`src/design/ad16_pkg.sv`:
```
// ad16_pkg: shared constants and types for the 16-bit arithmetic decoder
// no dependencies
package ad16_pkg;
    localparam int MAX_SYMBOLS_DEF = 256;
    localparam int CODE_BITS_DEF   = 16;
    localparam int FREQ_BITS_DEF   = 14;

    typedef enum logic [1:0] {
        CMD_LOAD   = 2'd0,
        CMD_START  = 2'd1,
        CMD_DECODE = 2'd2,
        CMD_NONE   = 2'd3
    } cmd_t;

    typedef enum logic {
        REG_SYMBOL_COUNT = 1'b0,
        REG_TOTAL_FREQ   = 1'b1
    } reg_idx_t;

    typedef struct packed {
        logic start;
        logic busy;
    } div_ctl_t;
endpackage

```
`src/design/ad16_div.sv`:
```
// ad16_div: restoring divider, one quotient bit per cycle
// depends on ad16_pkg
module ad16_div #(
    parameter int NW = 32,
    parameter int DW = 16
) (
    input  logic                clk,
    input  logic                rst_n,
    input  ad16_pkg::div_ctl_t  ctl,
    input  logic [NW-1:0]       numer,
    input  logic [DW-1:0]       denom,
    output logic                done,
    output logic [NW-1:0]       quot
);
    localparam int CW = $clog2(NW + 1);
    logic [DW:0]   rem_reg, rem_next;
    logic [NW-1:0] q_reg, q_next;
    logic [CW-1:0] cnt_reg, cnt_next;
    logic          run_reg, run_next;
    logic [DW+1:0] trial;

    always_comb
    begin
        rem_next = rem_reg;
        q_next   = q_reg;
        cnt_next = cnt_reg;
        run_next = run_reg;
        trial    = {rem_reg, q_reg[NW-1]} - {2'b00, denom};
        if (ctl.start)
        begin
            rem_next = '0;
            q_next   = numer;
            cnt_next = CW'(NW);
            run_next = 1'b1;
        end
        else if (run_reg)
        begin
            if (!trial[DW+1])
            begin
                rem_next = trial[DW:0];
            end
            else
            begin
                rem_next = {rem_reg[DW-1:0], q_reg[NW-1]};
            end
            q_next   = {q_reg[NW-2:0], ~trial[DW+1]};
            cnt_next = cnt_reg - 1'b1;
            if (cnt_reg == CW'(1))
            begin
                run_next = 1'b0;
            end
        end
    end

    always_ff @(posedge clk or negedge rst_n)
    begin
        if (!rst_n)
        begin
            run_reg <= 1'b0;
            cnt_reg <= '0;
        end
        else
        begin
            run_reg <= run_next;
            cnt_reg <= cnt_next;
        end
    end

    always_ff @(posedge clk)
    begin
        rem_reg <= rem_next;
        q_reg   <= q_next;
    end

    assign done = ctl.busy && !run_reg && !ctl.start;
    assign quot = q_reg;
endmodule

```
`config.mk`:
```
export PLATFORM = sky130hd
export DESIGN_NAME = ad16_div
export DESIGN_NICKNAME = d
export VERILOG_FILES = /design/src/design/ad16_pkg.sv /design/src/design/ad16_div.sv
export SDC_FILE = /design/constraint.sdc
export NUM_CORES = 1
export LEC_CHECK = 0
export BUFFER_PORTS_ARGS = -buffer_cell sky130_fd_sc_hd__buf_2
export CORE_MARGIN = 2
export CORE_UTILIZATION = 30
export DETAILED_ROUTE_END_ITERATION = 10
export PLACE_DENSITY_LB_ADDON = 0.25
export SKIP_LAST_GASP = 1
export SYNTH_ARGS = -nofsm -noshare
export SYNTH_HDL_FRONTEND = slang
export SYNTH_SLANG_ARGS = --single-unit
```
`constraint.sdc`:
```
create_clock -name clk -period 2.9 [get_ports clk]
set_clock_uncertainty 0.05 [all_clocks]
set_input_delay 0.435 -clock clk [delete_from_list [all_inputs] [get_ports clk]]
set_output_delay 0.435 -clock clk [all_outputs]
set_load 0.02 [all_outputs]
```
* Word level (Yosys, flattened, before mapping) *
Index checks and enable logic that the tools add are counted.

storage, ports and cells
  logic and storage cells = 21
  bits of input ports = 52
  output and inout port bits = 33
  bits in registers = 56

cells by class
  reduce and logical (&&, ||, !) cells = 5
  eq/ne operators = 1
  bitwise logic cells = 1
  add/sub/neg operators = 2
  muxes and demuxes = 8

operator list
  cell                                                                number
  32-bit 2-to-1 mux                                                   2
  18-bit by 16-bit subtractor with 18-bit output                      1
  17-bit 2-to-1 mux                                                   1
  6-bit 2-to-1 mux                                                    2
  6-bit by 1-bit == test with 1-bit output, second input constant     1
  6-bit by 1-bit subtractor with 6-bit output, second input constant  1
  1-bit 2-to-1 mux                                                    3
  1-bit logical AND                                                   2
  1-bit logical NOT                                                   2
  2-bit nonzero test                                                  1
  1-bit NOT                                                           1

* Depth between registers and ports, before layout *
  word-level depth = 4
  mapped depth = 11
  depth with buffers taken out = 10

* Worst setup path before layout *
No wires, ideal clock.

  path type = input to register
  start point = input port denom[14]
  end point = register q_reg[0] (netlist: quot[0]), data pin
  path buffers = 1
  arrival = 2,230 ps
  setup slack = 360 ps
  cell stages on the path = 9
  library setup time = 260 ps
  cell sequence = inv_1 > ha_1 > a21o_1 > a211o_1 > or3_1 > o211ai_1 > a311oi_2 > buf_2 > mux2_2

between the ends
  longest elaborated chain between the ends = 4

ends and longest elaborated chain
  element                                         line            RTL
  start, declared                                 ad16_div.sv:11  input logic [DW-1:0] denom,
  18-bit by 16-bit subtractor with 18-bit output  ad16_div.sv:28  trial = {rem_reg, q_reg[NW-1]} - {2'b00, denom};
  1-bit NOT                                       ad16_div.sv:46  q_next = {q_reg[NW-2:0], ~trial[DW+1]};
  32-bit 2-to-1 mux                               ad16_div.sv:36  else if (run_reg)
  32-bit 2-to-1 mux                               ad16_div.sv:29  if (ctl.start)
  via q_next[0]                                   ad16_div.sv:17  logic [NW-1:0] q_reg, q_next;
  end signal, assigned                            ad16_div.sv:72  q_reg <= q_next;
  end, declared                                   ad16_div.sv:17

The timed path passes the listed nets, and every way through them passes these cells. The select of a mux whose other input is x is not followed.
A chain may end at the register's enable or synchronous reset.

* Final worst setup path *
  start point = register rem_reg[10]
  end point = register rem_reg[0]

between the ends
  longest elaborated chain between the ends = 2

ends and longest elaborated chain
  element                                         line            RTL
  start, declared                                 ad16_div.sv:16  logic [DW:0] rem_reg, rem_next;
  start signal, assigned                          ad16_div.sv:71  rem_reg <= rem_next;
  18-bit by 16-bit subtractor with 18-bit output  ad16_div.sv:28
  17-bit 2-to-1 mux                               ad16_div.sv:38  if (!trial[DW+1])

No other way between the ends.

==> flow_summary.json <==
{
  "design_area_um2": 4160,
  "drive_gt1_share_pct": 35.7,
  "synth_nets": 384,
  "worst_slew_pin_slew_ns": 0.424,
  "final_max_slew_viol_count": 0,
  "ys.warnings.count": 0,
  "final.period_utilization_pct": 89.5,
  "htreeDepth": 2,
  "diodes": 0,
  "final_core_util_pct": 38.3,
  "path_class": "reg2reg",
  "initial_utilization_pct": 30.6,
  "rsz0062_at_grt": "no",
  "critPathBufInv": 1,
  "cp_top_family": "compound AO/OA/AOI/OAI gates",
  "dieWidth_um": 109,
  "synth_edf_count": 32,
  "clock.fmax_ghz": 0.385,
  "synthArstFlopShare_pct": 12.5,
  "vias_per_cell": 4.71,
  "fin_nets": 484,
  "final_hold_viol_count": 0,
  "dr.pass1.iters": 4,
  "wire_per_inst_um": 13.7,
  "pwr_density_cell_nw_per_um2": 546,
  "setup_viol_count_final": 0,
  "grt_pass1_wl_um": 12600,
  "gp_congestion": 0.837,
  "cp-end-kind": "register",
  "r2r_slack_ns": 0.30,
  "cp_cell_sequence": "ha_1 -> nand4b_1 -> nor3_1 -> o21ai_1 -> nor4b_2 -> a311oi_4 -> buf_12 -> mux2_2 -> a211oi_1",
  "cts-root-buf": "clkbuf_8",
  "dpl_worst_slack_ns": 0.0379,
  "numClockSinks": 56,
  "totalPowerFinal_mw": 2.27,
  "routed_wl_um": 7600,
  "clkTransAtPathRegs_ns": 0.10,
  "synth_most_common_cell": "mux2_2",
  "cp.arrival_ns": 2.77,
  "status": "completed",
  "dieArea_um2": 11900,
  "synthTopCellsByCount": "33 x mux2_2, 32 x edfxtp_1, 23 x nor2_1, 21 x inv_1, 21 x nand2_1",
  "synth_top_area_cell": "edfxtp_1",
  "critPathMaxFanout": 5,
  "ys.flop_type": "edfxtp_1",
  "slowest_stage": "ha_1",
  "drc": 0,
  "antenna_found_initial": 0,
  "cp_slowest_stage_delay_ns": 0.38,
  "num_vias": 2610,
  "setup_tns_ns": 0,
  "worst_r2r_path_depth": 9,
  "min_path_cells": 2,
  "fp.coreArea_um2": 10800,
  "synthesis.area_um2": 3320,
  "slew-limit-headroom_pct": 71.7,
  "crit_start": "rem_reg[10]$_SDFFE_PP0P_",
  "cp.depth": 9,
  "grt_pass1_vias": 2784,
  "required_ns": 3.07,
  "largest_reg_flops": 32,
  "io_buffers": 84,
  "grt_max_degree": 33,
  "fp-row-count": 38,
  "yosysUniqueCellTypes": 47,
  "dp_hpwl_um": 5840,
  "ant_nets": 0,
  "pin_count": 85,
  "ir_drop_mv": 0.277,
  "synth_cells": 313,
  "r2r-start": "rem_reg[10]$_SDFFE_PP0P_",
  "cts_made_buffers": 5,
  "crit_path_start_kind": "register",
  "r2r_end": "rem_reg[0]$_SDFFE_PP0P_",
  "overflow": 0,
  "clk_latency_ns": 0.30,
  "drt_first_iter_violations": 102,
  "period_needed_ns": 2.60,
  "clockBufferDepth": 2,
  "cts_setup_buffers": 0,
  "leakage_nw": 1.84,
  "hold_end": "quot[20]$_DFFE_PP_",
  "ys_ff_latch": 56,
  "cts_tree": "done",
  "syn2layout_area_growth_pct": 25.1,
  "fin_ws_ns": 0.304,
  "placed_cell_area_um2": 4030,
  "track_usage_pct": 13.4,
  "maxCapViolCount": 0,
  "yosysSeqAreaShare_pct": 44.5,
  "synthTopCellsByArea": "edfxtp_1 29%, mux2_2 11%, dfxtp_1 10%",
  "die_h_um": 109,
  "netlist.area_leader.share_pct": 28.9,
  "synth.avg_cell_area_um2": 10.6,
  "hp-class": "in2reg",
  "hold_start": "numer[20]"
}
-- logic make-up after synthesis --
group                    count (synthesis)  share of synthesized area, %
multiplexers                            46                          15.1
AND/OR/NAND/NOR                         74                          10.9
AO/OA/AOI/OAI                           68                          13.5
flip-flops                              56                          44.5
adder cells (fa/ha/maj)                 19                          7.39
XOR/XNOR                                17                          4.48
buffers and inverters                   33                          4.11
-- report_power, final --
group | switching (mW) | internal, mW
clock | 0.256 | 0.252
sequential | 0.0839 | 0.974
combinational | 0.378 | 0.324
-- metal layers --
metal / vias to the layer above / part of all wire, % / GRT usage, %
li1: 1338 / - / -
met1: 1198 / 47 / 17.3
met2: 68 / 47 / 22.5
met3: 6 / 5.6 / 3.59
met4: 0 / 0.78 / 2.62
met5: - / 0 / 0
-- per-stage QoR --
stage,hold WS [ns],std cells
floorplan,0.0894,313
global placement,0.230,545
detailed placement,0.235,545
CTS,0.359,554
global route,0.349,554
finish,0.373,554
-- cell usage in the layout (no fill, tap or decap), types with 17 or more instances in the layout --
| cell type | count |
|---|---|
| buf_2 | 84 |
| a21oi_1 | 18 |
| nor2_1 | 23 |
| nand2_1 | 21 |
| inv_1 | 21 |
| edfxtp_1 | 32 |
| dfxtp_1 | 17 |
| mux2_2 | 33 |
| ha_1 | 18 |
| buf_4 | 19 |
-- how the worst max path moves through the flow --
stage	endpoint	slack, ns
floorplan	quot[0]$_DFFE_PP_	0.36
global placement	quot[0]$_DFFE_PP_	0.14
detailed placement	rem_reg[5]$_SDFFE_PP0P_	0.04
CTS	rem_reg[5]$_SDFFE_PP0P_	0.25
global route	rem_reg[10]$_SDFFE_PP0P_	0.1
finish	rem_reg[0]$_SDFFE_PP0P_	0.30
-- cell type report --
class / instances / area [um^2]
clock buffer: 5 / 68.8
clock inverter: 3 / 37.5
fill: 1091 / 6690
inverter: 21 / 78.8
multi-input combinational: 224 / 1730
sequential: 56 / 1480
tap: 140 / 175
timing repair buffer: 105 / 593
-- timing repair --
item                                    CTS  global route
endpoints found under the setup margin    0             1
gates resized for setup                   0             1
hold buffers                              1             0
hold endpoints to repair                  7             0
(Power assumes the default switching activity.)
